`src/lslf_pkg.sv`:
```
// Shared widths, codes and controller/datapath handshake types for the line fit.
package lslf_pkg;

  localparam int unsigned MAX_POINTS_DEF = 64;
  localparam int unsigned COORD_W        = 24;
  localparam int unsigned SUM1_W         = 30;
  localparam int unsigned SQ_W           = 53;
  localparam int unsigned XY_W           = 54;
  localparam int unsigned ACC_W          = 112;
  localparam int unsigned MB_W           = 32;
  localparam int unsigned REM_W          = 60;
  localparam int unsigned FRAC_EXTRA     = 16;
  localparam int unsigned MAC_STEPS      = MB_W;
  localparam int unsigned DIV_STEPS      = ACC_W;
  localparam int unsigned STEP_W         = 7;

  typedef enum logic [1:0] {
    ST_OK,
    ST_FEW,
    ST_ZERO_DEN,
    ST_OVERFLOW
  } status_e;

  typedef enum logic [2:0] {
    OP_N_SXX,
    OP_SX_SX,
    OP_N_SXY,
    OP_SY_SX,
    OP_SXX_SY,
    OP_SXY_SX,
    OP_FIT
  } mac_op_e;

  typedef enum logic [1:0] {
    OUT_FIT,
    OUT_PAIR,
    OUT_ERR
  } out_sel_e;

  typedef enum logic [3:0] {
    S_IDLE,
    S_ACC,
    S_CHECK,
    S_MAC_LD,
    S_MAC_RUN,
    S_DELTA_CHK,
    S_DIV_LD,
    S_DIV_RUN,
    S_DIV_END,
    S_RD,
    S_OUT_LD,
    S_OUT_WAIT
  } state_e;

  typedef struct packed {
    logic     accept;
    logic     accum;
    logic     clear_set;
    logic     mac_load;
    mac_op_e  mac_op;
    logic     mac_step;
    logic     mac_msb;
    logic     save_delta;
    logic     div_load;
    logic     div_step;
    logic     save_slope;
    logic     save_icpt;
    logic     out_load;
    out_sel_e out_sel;
    status_e  out_status;
    logic     out_last;
  } dp_cmd_t;

  typedef struct packed {
    logic overflow;
    logic cnt_lt2;
    logic cnt_eq2;
    logic p_pos;
    logic idx_last;
  } dp_sts_t;

endpackage

```
`src/lslf_ctrl.sv`:
```
// Sequencer for point loading, the shared multiply and divide passes, and result output.
module lslf_ctrl import lslf_pkg::*; #(
  parameter int unsigned AW = 6
) (
  input  logic          clk_i,
  input  logic          rst_ni,
  input  logic          in_valid_i,
  input  logic          in_last_i,
  output logic          in_ready_o,
  output logic          out_valid_o,
  input  logic          out_ready_i,
  input  dp_sts_t       sts_i,
  output dp_cmd_t       cmd_o,
  output logic [AW-1:0] idx_o
);
  state_e              state_q, state_d;
  mac_op_e             op_q, op_d;
  logic [STEP_W-1:0]   step_q, step_d;
  logic [AW-1:0]       idx_q, idx_d;
  logic                last_q, last_d;
  out_sel_e            sel_q, sel_d;
  status_e             code_q, code_d;
  logic                olast_q, olast_d;
  logic                accept;
  logic                mac_msb;

  assign accept  = in_valid_i && (state_q == S_IDLE);
  assign mac_msb = (step_q == STEP_W'(MAC_STEPS - 1));
  assign idx_o   = idx_q;

  always_ff @(posedge clk_i or negedge rst_ni) begin
    if (!rst_ni) begin
      state_q <= S_IDLE;
      op_q    <= OP_N_SXX;
      step_q  <= '0;
      idx_q   <= '0;
      last_q  <= 1'b0;
      sel_q   <= OUT_FIT;
      code_q  <= ST_OK;
      olast_q <= 1'b0;
    end else begin
      state_q <= state_d;
      op_q    <= op_d;
      step_q  <= step_d;
      idx_q   <= idx_d;
      last_q  <= last_d;
      sel_q   <= sel_d;
      code_q  <= code_d;
      olast_q <= olast_d;
    end
  end

  // next state
  always_comb begin
    state_d = state_q;
    op_d    = op_q;
    step_d  = step_q;
    idx_d   = idx_q;
    last_d  = last_q;
    sel_d   = sel_q;
    code_d  = code_q;
    olast_d = olast_q;
    case (state_q)
      S_IDLE: begin
        if (accept) begin
          last_d  = in_last_i;
          state_d = S_ACC;
        end
      end
      S_ACC: begin
        state_d = last_q ? S_CHECK : S_IDLE;
      end
      S_CHECK: begin
        if (sts_i.overflow) begin
          sel_d   = OUT_ERR;
          code_d  = ST_OVERFLOW;
          state_d = S_OUT_LD;
        end else if (sts_i.cnt_lt2) begin
          sel_d   = OUT_ERR;
          code_d  = ST_FEW;
          state_d = S_OUT_LD;
        end else if (sts_i.cnt_eq2) begin
          sel_d   = OUT_PAIR;
          idx_d   = '0;
          state_d = S_RD;
        end else begin
          op_d    = OP_N_SXX;
          state_d = S_MAC_LD;
        end
      end
      S_MAC_LD: begin
        step_d  = '0;
        state_d = S_MAC_RUN;
      end
      S_MAC_RUN: begin
        if (mac_msb) begin
          case (op_q)
            OP_N_SXX: begin
              op_d    = OP_SX_SX;
              state_d = S_MAC_LD;
            end
            OP_SX_SX:  state_d = S_DELTA_CHK;
            OP_N_SXY: begin
              op_d    = OP_SY_SX;
              state_d = S_MAC_LD;
            end
            OP_SY_SX:  state_d = S_DIV_LD;
            OP_SXX_SY: begin
              op_d    = OP_SXY_SX;
              state_d = S_MAC_LD;
            end
            OP_SXY_SX: state_d = S_DIV_LD;
            OP_FIT: begin
              sel_d   = OUT_FIT;
              state_d = S_OUT_LD;
            end
            default:   state_d = S_IDLE;
          endcase
        end else begin
          step_d = step_q + 1'b1;
        end
      end
      S_DELTA_CHK: begin
        if (sts_i.p_pos) begin
          op_d    = OP_N_SXY;
          state_d = S_MAC_LD;
        end else begin
          sel_d   = OUT_ERR;
          code_d  = ST_ZERO_DEN;
          state_d = S_OUT_LD;
        end
      end
      S_DIV_LD: begin
        step_d  = '0;
        state_d = S_DIV_RUN;
      end
      S_DIV_RUN: begin
        if (step_q == STEP_W'(DIV_STEPS - 1)) begin
          state_d = S_DIV_END;
        end else begin
          step_d = step_q + 1'b1;
        end
      end
      S_DIV_END: begin
        if (op_q == OP_SY_SX) begin
          op_d    = OP_SXX_SY;
          state_d = S_MAC_LD;
        end else begin
          idx_d   = '0;
          sel_d   = OUT_FIT;
          state_d = S_RD;
        end
      end
      S_RD: begin
        if (sel_q == OUT_PAIR) begin
          state_d = S_OUT_LD;
        end else begin
          op_d    = OP_FIT;
          state_d = S_MAC_LD;
        end
      end
      S_OUT_LD: begin
        olast_d = (sel_q == OUT_ERR) || sts_i.idx_last;
        state_d = S_OUT_WAIT;
      end
      S_OUT_WAIT: begin
        if (out_ready_i) begin
          if (olast_q) begin
            state_d = S_IDLE;
          end else begin
            idx_d   = idx_q + 1'b1;
            state_d = S_RD;
          end
        end
      end
      default: state_d = S_IDLE;
    endcase
  end

  // outputs
  always_comb begin
    cmd_o            = '0;
    cmd_o.mac_op     = op_q;
    cmd_o.out_sel    = sel_q;
    cmd_o.out_status = (sel_q == OUT_ERR) ? code_q : ST_OK;
    cmd_o.out_last   = (sel_q == OUT_ERR) || sts_i.idx_last;
    in_ready_o       = 1'b0;
    out_valid_o      = 1'b0;
    case (state_q)
      S_IDLE: begin
        in_ready_o   = 1'b1;
        cmd_o.accept = accept;
      end
      S_ACC:       cmd_o.accum = 1'b1;
      S_MAC_LD:    cmd_o.mac_load = 1'b1;
      S_MAC_RUN: begin
        cmd_o.mac_step = 1'b1;
        cmd_o.mac_msb  = mac_msb;
      end
      S_DELTA_CHK: cmd_o.save_delta = sts_i.p_pos;
      S_DIV_LD:    cmd_o.div_load = 1'b1;
      S_DIV_RUN:   cmd_o.div_step = 1'b1;
      S_DIV_END: begin
        cmd_o.save_slope = (op_q == OP_SY_SX);
        cmd_o.save_icpt  = (op_q != OP_SY_SX);
      end
      S_OUT_LD:    cmd_o.out_load = 1'b1;
      S_OUT_WAIT: begin
        out_valid_o     = 1'b1;
        cmd_o.clear_set = out_ready_i && olast_q;
      end
      default: ;
    endcase
  end
endmodule

```
`config.mk`:
```
export PLATFORM = sky130hd
export DESIGN_NAME = lslf_ctrl
export DESIGN_NICKNAME = d
export VERILOG_FILES = /design/src/lslf_pkg.sv /design/src/lslf_ctrl.sv
export SDC_FILE = /design/constraint.sdc
export NUM_CORES = 1
export LEC_CHECK = 0
export BUFFER_PORTS_ARGS = -buffer_cell sky130_fd_sc_hd__clkbuf_2
export CAP_MARGIN = 30
export CELL_PAD_IN_SITES_DETAIL_PLACEMENT = 0
export CELL_PAD_IN_SITES_GLOBAL_PLACEMENT = 1
export CORE_AREA = 2 2 68 70
export DETAILED_ROUTE_END_ITERATION = 16
export DIE_AREA = 0 0 70 72
export MAX_ROUTING_LAYER = met4
export PLACE_DENSITY = 0.91
export SYNTH_ARGS = -nofsm -noshare
export SYNTH_HDL_FRONTEND = slang
export SYNTH_SLANG_ARGS = --single-unit
```
`constraint.sdc`:
```
create_clock -name clk_i -period 4.4 [get_ports clk_i]
set_input_delay 0.88 -clock clk_i [delete_from_list [all_inputs] [get_ports clk_i]]
set_output_delay 0.88 -clock clk_i [all_outputs]
set_load 0.01 [all_outputs]
```
==> metrics.md, run 1 <==
| Metric | Value |
|---|---|
| Status | `finished, final reports clean` |
| # hold bufs at CTS | `0` |
| Final nets | `256` |
| # DRC | `0` |
| Reg2reg start | `state_q[3]` |
| Top FF cell, synth | `dfrtp_1` |
| Crit-path max FO | `22` |
| Largest net degree at the start of global routing | `27` |
| Max Cap Viol | `0` |
| Area of the mapped netlist | `1830 sq um` |
| Relative slew slack | `51.6%` |
| DR iter-0 viols | `108` |
| Kind of critical path | `flip-flop to output pin` |
| Post-CTS Setup Inserts | `0` |
| DR WL/cell | `15.1 microns` |
| Antenna Cells | `0` |
| Number of global-route vias before repair | `1618` |
| Post-synth top area share | `35.5%` |
| Worst-margin pin slew | `725 ps` |
| Tmin final | `2950 ps` |
| Post-synth EDFFs | `0` |
| Pre-Repair DR Iteration Count | `4` |
| Placeable core area | `4260 sq um` |
| Layout cell share with drive strength beyond 1 | `23.5%` |
| Final setup violation count | `0` |
| Area leader, netlist | `dfrtp_1` |
| Crit. End Element | `output pin` |
| Fin crit share | `66.9%` |
| Placed instance area | `2020 sq um` |
| Worst path required time | `3520 ps` |
| Register bit count reported by yosys | `26` |
| IO Port Bufs | `37` |
| Sequential share of the synthesized area | `35.5%` |
| Clk sinks | `26` |
| Post-Layout Inst Area | `2090 sq um` |
| CTS resizes | `0` |
| Area growth, synth to finish | `14.1%` |
| Pwr/cell area | `581 nW/um^2` |
| GR Overflow Total | `0` |
| Fmax | `340 MHz` |
| Syn Inst Count | `213` |
| Die Width | `70 microns` |
| First-pass GRT wire length | `7600 microns` |
| Die Ht | `72 microns` |
| CTS tree | `built` |
| Drt total wl | `4460 microns` |
| Synth warn | `0` |
| Unrepaired setup endpoints after global routing | `no` |
| Hold path startpoint | `code_q[0]` |
| Flop2flop setup slack | `1950 ps` |
| Final Hold Vio Count | `0` |
| Avg Vias per Cell | `5.81` |
| Synth cell types | `55` |
| Worst r2r path cells | `5` |
| Commonest cells after routing, fill and taps aside | `37 x clkbuf_2, 26 x dfrtp_1, 18 x nand2_1, 18 x nor2_1, 14 x o21ai_0` |
| Cells after DPL | `291` |
| DRT antenna net count | `0` |
| Initial antenna violation count | `0` |
| Post-Syn Nets | `225` |
| Hold Crit Class | `flip-flop to flip-flop` |
| Post-synth ARST share | `100%` |
| Detailed Place HPWL | `3240 microns` |
| Clk Latency, worst-skew pair | `280 ps` |
| Non-Filler Instances | `295` |
| All-Layer GR Usage | `19.2%` |
| Avg Cell Area, Syn | `8.61 sq um` |
| Cts bufs inserted | `3` |
| Fin Clk Skew | `3.35 ps` |
| Clk pin slew, worst setup/hold paths | `100 ps` |
| Die outline area | `5040 sq um` |
| Commonest non-fill, non-tap cell in the layout | `clkbuf_2` |
| Final Max Slew Viols | `0` |
| Max IR drop VDD | `220 uV` |
| R2r endpoint | `sel_q[0]` |
| # fillers | `439` |
| Setup TNS | `0 ps` |
| Critical Path AT | `2070 ps` |
| Final GP Congestion | `0.871` |
| Synth area leaders | `dfrtp_1 35%, o21ai_0 3.8%, nand2_1 3.7%` |
| Initial core utilization | `43.0%` |
| Leak Pwr | `0.967 nW` |
| Rows | `24` |
| Clock root cell | `clkbuf_8` |
| Critical path startpoint category | `flip-flop` |
| I/O pins | `38` |
| DR vias | `1715` |
| Hold Path Depth | `2` |
| CTS Buffer Depth | `2` |
| H-tree level count | `1` |
| Hold EP | `code_q[0]` |
## Yosys cell counts (3+ instances only)
cell,n
a21oi_1,10
a41oi_1,4
and2_1,4
and3_1,5
buf_2,6
buf_4,3
dfrtp_1,26
inv_1,6
nand2_1,18
nand2b_1,7
nand3_1,7
nor2_1,18
nor2b_1,9
nor3_1,8
o21ai_0,14
o21ai_1,6
o31a_1,4
o31ai_1,3
or3_1,4
or4_1,3
## per-layer routing
layer  wire length [microns]  up-vias  track usage [%]
li1                        -      850                -
met1                    2110      813             25.6
met2                    2080       45             30.1
met3                     212        7             3.19
met4                      65        0             6.20
met5                       0        -                -
## worst max-delay path: stages (launching register included)
cell      delay, ps
dfrtp_1         820
nand4b_1        440
inv_1           230
and3_1          170
clkbuf_2        120
## through the flow
step | setup slack [ps] | hold slack, ps | total power [W] | utilization, %
3_3_place_gp | 1720 | 460 | 0.00100 | 47.4
6_report | 1450 | 482 | 0.00121 | 49.0
3_5_place_dp | 1690 | 466 | 0.00101 | 47.4
4_1_cts | 1470 | 489 | 0.00122 | 49.0
5_1_grt | 1280 | 510 | 0.00132 | 49.0
2_1_floorplan | 1930 | 438 | 0.000872 | -
## layout make-up
cell class | instances | area [sq um] | share of cell area [%]
multi-input combinational | 168 | 1080 | 51.9
sequential | 26 | 651 | 31.1
timing repair buffer | 38 | 193 | 9.22
tap | 52 | 65.1 | 3.11
clock buffer | 3 | 41.3 | 1.97
clock inverter | 1 | 30.0 | 1.44
inverter | 7 | 26.3 | 1.26
## state kept, by name, summed over array words and instances, names as in the netlist
name	flops
idx_o	6
sel_q	2
step_q	7
last_q	1
olast_q	1
op_q	3
state_q	4
code_q	2
## report_power, final
group / internal, W / switching [W]
logic: 0.000267 / 0.000305
clock network: 0.000122 / 0.0000845
registers: 0.000302 / 0.000134
## worst max path at each step
stage                     depth (start not counted)  slack (ps)        from        end
after floorplan                                   4        1930  state_q[3]  cmd_o[19]
after global placement                            6        1720    sts_i[3]   idx_o[4]
after detailed placement                          6        1690    sts_i[3]   idx_o[4]
after CTS                                         5        1470  state_q[2]  cmd_o[11]
after global routing                              4        1280  state_q[3]  cmd_o[17]
final                                             4        1450  state_q[3]  cmd_o[17]
## cells by family after synthesis
logic type	Yosys count	share of synthesized area [%]
adder cells (fa/ha/maj)	2	1.36
AO/OA/AOI/OAI	58	20.9
AND/OR/NAND/NOR	102	33.3
XOR/XNOR	2	0.956
buffers and inverters	19	5.32
multiplexers	4	2.66
flip-flops	26	35.5
Note: power is estimated with default switching activity, not from simulation.
==> inputs of run 2 (changes only) <==
CORE_AREA = 2 2 70 72   (was 2 2 68 70)
DIE_AREA = 0 0 72 74   (was 0 0 70 72)
PLACE_DENSITY = 0.87   (was 0.91)
clock period = 2.75 ns   (was 4.4 ns; I/O delays follow)
==> metrics.md, run 2 (same netlist as run 1, synthesis figures left out) <==
| Metric | Value |
|---|---|
| Die Ht | `74 microns (+2.8%)` |
| I/O pins | `38 (unchanged)` |
| All-Layer GR Usage | `19.6% (+0.40 points)` |
| CTS Buffer Depth | `2 (unchanged)` |
| Commonest non-fill, non-tap cell in the layout | `clkbuf_2` |
| Clk pin slew, worst setup/hold paths | `100 ps (about the same)` |
| Cts bufs inserted | `3 (unchanged)` |
| GR Overflow Total | `0 (unchanged)` |
| Hold Crit Class | `input port to asynchronous set/reset pin` |
| Leak Pwr | `1.01 nW (+4.6%)` |
| Max IR drop VDD | `471 uV (+110%)` |
| Critical Path AT | `2010 ps (-60 ps)` |
| Initial core utilization | `39.9% (-3.1 points)` |
| Die outline area | `5330 sq um (+5.7%)` |
| Final Max Slew Viols | `0 (unchanged)` |
| Status | `finished, final reports clean` |
| Drt total wl | `4630 microns (+3.8%)` |
| Worst path required time | `2200 ps (-1320 ps)` |
| Crit. End Element | `output pin` |
| Fmax | `391 MHz` |
| Critical-path cell list | `or4b_4 > inv_2 > nand3_1 > inv_1 > clkbuf_2` |
| Commonest cells after routing, fill and taps aside | `37 x clkbuf_2, 26 x dfrtp_1, 18 x nand2_1, 18 x nor2_1, 14 x o21ai_0` |
| Tmin final | `2560 ps` |
| # fillers | `477 (+8.7%)` |
| Pwr/cell area | `933 nW/um^2 (+61%)` |
| DRT antenna net count | `0 (unchanged)` |
| Final GP Congestion | `0.844 (-3.1%)` |
| Final Hold Vio Count | `0 (unchanged)` |
| Crit-path max cell delay | `660 ps (-160 ps)` |
| Register area | `651 sq um (unchanged)` |
| Crit-path max FO | `14 (-36%)` |
| Fin Clk Skew | `7.99 ps (+4.64 ps)` |
| # DRC | `0 (unchanged)` |
| Placeable core area | `4600 sq um (+7.8%)` |
| Max Cap Viol | `0 (unchanged)` |
| Post-CTS Setup Inserts | `0 (unchanged)` |
| CTS resizes | `0 (unchanged)` |
| First-pass GRT wire length | `7980 microns (+5.1%)` |
| Critical path startpoint category | `flip-flop` |
| CTS tree | `built` |
| Setup TNS | `0 ps (unchanged)` |
| Layout cell share with drive strength beyond 1 | `26.2% (+2.7 points)` |
| Most flop-heavy register | `step_q` |
| IO Port Bufs | `37 (unchanged)` |
| Pre-Repair DR Iteration Count | `4 (unchanged)` |
| Final setup violation count | `0 (unchanged)` |
| Avg Vias per Cell | `5.68 (-2.2%)` |
| Unrepaired setup endpoints after global routing | `no` |
| Clk Latency, worst-skew pair | `280 ps (about the same)` |
| Die Width | `72 microns (+2.9%)` |
| Largest net degree at the start of global routing | `27 (unchanged)` |
| Kind of critical path | `flip-flop to output pin` |
| Antenna Cells | `0 (unchanged)` |
| Area growth, synth to finish | `17.9%` |
| Initial antenna violation count | `0 (unchanged)` |
| Relative slew slack | `43.4% (-8.2 points)` |
| Fin crit share | `93.1%` |
| Rows | `25 (+4.2%)` |
| DR vias | `1739 (+1.4%)` |
| Area of the multi-input gates | `1080 sq um (unchanged)` |
| Clock root cell | `clkbuf_8` |
| Detailed Place HPWL | `3480 microns (+7.4%)` |
| Clk sinks | `26 (unchanged)` |
| H-tree level count | `1 (unchanged)` |
| DR iter-0 viols | `134 (+24%)` |
| # hold bufs at CTS | `0 (unchanged)` |
| Max reg flops | `7 (unchanged)` |
| Final nets | `265 (+3.5%)` |
| Worst-margin pin slew | `841 ps (+116 ps)` |
| DR WL/cell | `15.1 microns (about the same)` |
| Slowest cell on crit path | `dfrtp_1` |
| Non-Filler Instances | `306 (+3.7%)` |
| Number of global-route vias before repair | `1637 (+1.2%)` |
| Cells after DPL | `302 (+3.8%)` |
[run 2: cell count changes in the layout (fill, tap and decap cells not counted)]
cell / change
buf_4: +9
[run 2: layer usage]
layer	share of wire, %	up-vias	GRT usage, %
li1	-	858	-
met1	49	844	27.4
met2	46	32	29.5
met3	4.0	5	2.98
met4	1.1	0	5.66
met5	0	-	-
[run 2: area by class of cell]
class	instances	share of cell area (%)
timing repair buffer	47	12.0
clock buffer	3	1.91
multi-input combinational	168	50.2
tap	54	3.13
clock inverter	1	1.39
inverter	7	1.22
sequential	26	30.1
[run 2: path summary, 6_finish.rpt]
kind / from / endpoint / slack [ps] / cells past startpoint
setup reg to reg: state_q[2] / step_q[0] / 420 / 7
hold / removal: rst_ni / op_q[2] / 280 / 1
min in group clk_i: idx_o[5] / idx_o[5] / 470 / 1
hold reg to reg: idx_o[5] / idx_o[5] / 470 / 1
max in group asynchronous: rst_ni / idx_o[0] / 2020 / 1
setup / recovery: state_q[2] / cmd_o[11] / 190 / 5
[run 2: power by group]
| group | switching, W | total, W | internal (W) |
|---|---|---|---|
| clock | 0.000137 | 0.000332 | 0.000195 |
| sequential | 0.000157 | 0.000641 | 0.000484 |
| combinational | 0.000562 | 0.00104 | 0.000482 |
| total | 0.000855 | 0.00202 | 0.00116 |
[run 2: per-stage QoR]
step / hold slack (ps) / total power, W / instance area (sq um) / setup WS (ps) / util, %
CTS: 319 / 0.00203 / 2160 / 186 / 47.0
detailed placement: 472 / 0.00169 / 2090 / 382 / 45.4
global route: 348 / 0.00219 / 2160 / 52.6 / 47.0
global placement: 457 / 0.00168 / 2090 / 406 / 45.4
finish: 279 / 0.00202 / 2160 / 190 / 47.0
floorplan: 254 / 0.00140 / 1830 / 614 / -
[run 2: critical path, delay by kind of cell, from the launching register on]
kind          cells  cell delay [ps]
simple gates      2              700
flops             1              660
buf+inv           3              360
==> inputs of run 3 (changes only) <==
MAX_ROUTING_LAYER = default   (was met4)
==> metrics.md, run 3 (same netlist as run 1, synthesis figures left out) <==
| Metric | Value |
|---|---|
| IO Port Bufs | `37 (unchanged)` |
| Detailed Place HPWL | `3480 microns (unchanged)` |
| Clock power frac | `16.5% (about the same)` |
| Pre-Repair DR Iteration Count | `4 (unchanged)` |
| Kind of critical path | `flip-flop to output pin` |
| Int Pwr | `0.00116 W (about the same)` |
| DR WL/cell | `15.1 microns (-0.28%)` |
| DR vias | `1744 (+0.29%)` |
| H-tree level count | `1 (unchanged)` |
| # hold bufs at CTS | `0 (unchanged)` |
| Initial core utilization | `39.9% (unchanged)` |
| Flop2flop setup slack | `420 ps (about the same)` |
| Slowest cell on crit path | `dfrtp_1` |
| Met2 WL post-DR | `2130 microns (unchanged)` |
| Placed instance area | `2090 sq um (unchanged)` |
| Sw frac | `42.3% (-0.067 points)` |
| Critical Path AT | `2010 ps (about the same)` |
| Pwr/cell area | `932 nW/um^2 (-0.12%)` |
| Clk Latency, worst-skew pair | `280 ps (about the same)` |
| First-pass GRT wire length | `7990 microns (about the same)` |
| Top layer used by detailed routing | `met4` |
| Worst path required time | `2200 ps (about the same)` |
| Final GP Congestion | `0.831 (-1.5%)` |
| All-Layer GR Usage | `19.0% (-0.58 points)` |
| Die Ht | `74 microns (unchanged)` |
| Final Util | `47.0% (unchanged)` |
| PnR worst setup slack | `190 ps (+0.110 ps)` |
| DR iter-0 viols | `143 (+6.7%)` |
| Final Hold Vio Count | `0 (unchanged)` |
| Post-CTS Setup Inserts | `0 (unchanged)` |
| Critical-path cell list | `or4b_4 > inv_2 > nand3_1 > inv_1 > clkbuf_2` |
| Met3 WL | `176 microns (-5.9%)` |
| Die outline area | `5330 sq um (unchanged)` |
| I/O pins | `38 (unchanged)` |
| Crit-path max cell delay | `670 ps (about the same)` |
| Fin crit share | `93.1% (about the same)` |
| Max IR drop VDD | `471 uV (about the same)` |
| Avg Vias per Cell | `5.70 (+0.29%)` |
| Placeable core area | `4600 sq um (unchanged)` |
| Worst r2r path cells | `7 (unchanged)` |
| Crit-path max FO | `14 (unchanged)` |
| Tmin final | `2560 ps (-0.110 ps)` |
| Cells after DPL | `302 (unchanged)` |
| GR Overflow Total | `0 (unchanged)` |
| Number of global-route vias before repair | `1631 (-0.37%)` |
| CTS resizes | `0 (unchanged)` |
| Status | `finished, final reports clean` |
| R2r endpoint | `step_q[0]` |
| Hold Crit Class | `input port to asynchronous set/reset pin` |
| Layout cell share with drive strength beyond 1 | `26.2% (unchanged)` |
| Met1 Wirelength | `2260 microns (-0.27%)` |
| # fillers | `477 (unchanged)` |
| Pre-CTS setup slack | `382 ps (unchanged)` |
| Final setup violation count | `0 (unchanged)` |
| CTS Buffer Depth | `2 (unchanged)` |
| Post-Layout Inst Area | `2160 sq um (unchanged)` |
| Relative slew slack | `43.4% (about the same)` |
| Area growth, synth to finish | `17.9% (unchanged)` |
| Antenna Cells | `0 (unchanged)` |
| Clk pin slew, worst setup/hold paths | `100 ps (about the same)` |
| Reg2reg start | `state_q[2]` |
| Commonest cells after routing, fill and taps aside | `37 x clkbuf_2, 26 x dfrtp_1, 18 x nand2_1, 18 x nor2_1, 14 x o21ai_0` |
| CTS tree | `built` |
| Final Max Slew Viols | `0 (unchanged)` |
| Commonest non-fill, non-tap cell in the layout | `clkbuf_2` |
| # DRC | `0 (unchanged)` |
| Unrepaired setup endpoints after global routing | `no` |
| Setup TNS | `0 ps (unchanged)` |
| Fmax | `391 MHz (about the same)` |
| NetSw | `0.000853 W (-0.28%)` |
| Die Width | `72 microns (unchanged)` |
| Clk sinks | `26 (unchanged)` |
| Leak Pwr | `1.01 nW (unchanged)` |
| Most flop-heavy register | `step_q` |
| Logic gate share of total power | `51.7% (about the same)` |
| Crit. End Element | `output pin` |
| Cts bufs inserted | `3 (unchanged)` |
| Drt total wl | `4620 microns (-0.28%)` |
| Final nets | `265 (unchanged)` |
| Max reg flops | `7 (unchanged)` |
| Initial antenna violation count | `0 (unchanged)` |
| Sequential share of power | `31.8% (about the same)` |
| DRT antenna net count | `0 (unchanged)` |
| Max Cap Viol | `0 (unchanged)` |
| Rows | `25 (unchanged)` |
| Fin Clk Skew | `7.42 ps (-0.563 ps)` |
| Critical path startpoint category | `flip-flop` |
| Worst-margin pin slew | `841 ps (+0.232 ps)` |
| Largest net degree at the start of global routing | `27 (unchanged)` |
| Non-Filler Instances | `306 (unchanged)` |
| Clock root cell | `clkbuf_8` |
## run 3: cell counts in the layout (fill, tap and decap cells not counted)
No cell type changed its count.
## run 3: per-stage QoR
stage	total power, W	hold slack (ps)
final	0.00201	279
after global routing	0.00219	348
after floorplan	0.00140	254
after detailed placement	0.00169	472
after global placement	0.00168	457
after CTS	0.00203	319
## run 3: final cells by class
| cell class | count | area (sq um) | area share [%] |
|---|---|---|---|
| clock buffers | 3 | 41.3 | 1.91 |
| clock inverters | 1 | 30.0 | 1.39 |
| well taps | 54 | 67.6 | 3.13 |
| flip-flops and latches | 26 | 651 | 30.1 |
| multi-input cells | 168 | 1080 | 50.2 |
| repair buffers | 47 | 260 | 12.0 |
| inverters | 7 | 26.3 | 1.22 |
## run 3: critical path, delay by kind of cell (launching register included)
kind          cells  cell delay (ps)
buf+inv           3              360
simple gates      2              700
flops             1              670
## run 3: routing by layer
metal  global-route usage, %  vias to the layer above
li1                        -                      859
met1                    27.7                      843
met2                    29.2                       37
met3                    2.98                        5
met4                    5.66                        0
met5                       0                        -
## run 3: power by group through the flow
stage / logic (W) / registers (W) / clock network (W)
global route: 0.00117 / 0.000666 / 0.000359
CTS: 0.00104 / 0.000641 / 0.000343
detailed placement: 0.00104 / 0.000647 / 0
finish: 0.00104 / 0.000641 / 0.000332
floorplan: 0.000827 / 0.000569 / 0
global placement: 0.00103 / 0.000646 / 0
## run 3: how the worst max path moves through the flow
stage | start | endpoint | slack [ps]
2_1_floorplan | state_q[3] | cmd_o[19] | 610
3_3_place_gp | sts_i[3] | idx_o[4] | 410
3_5_place_dp | sts_i[3] | idx_o[5] | 380
4_1_cts | state_q[2] | cmd_o[11] | 190
5_1_grt | state_q[3] | cmd_o[19] | 50
6_report | state_q[2] | cmd_o[11] | 190
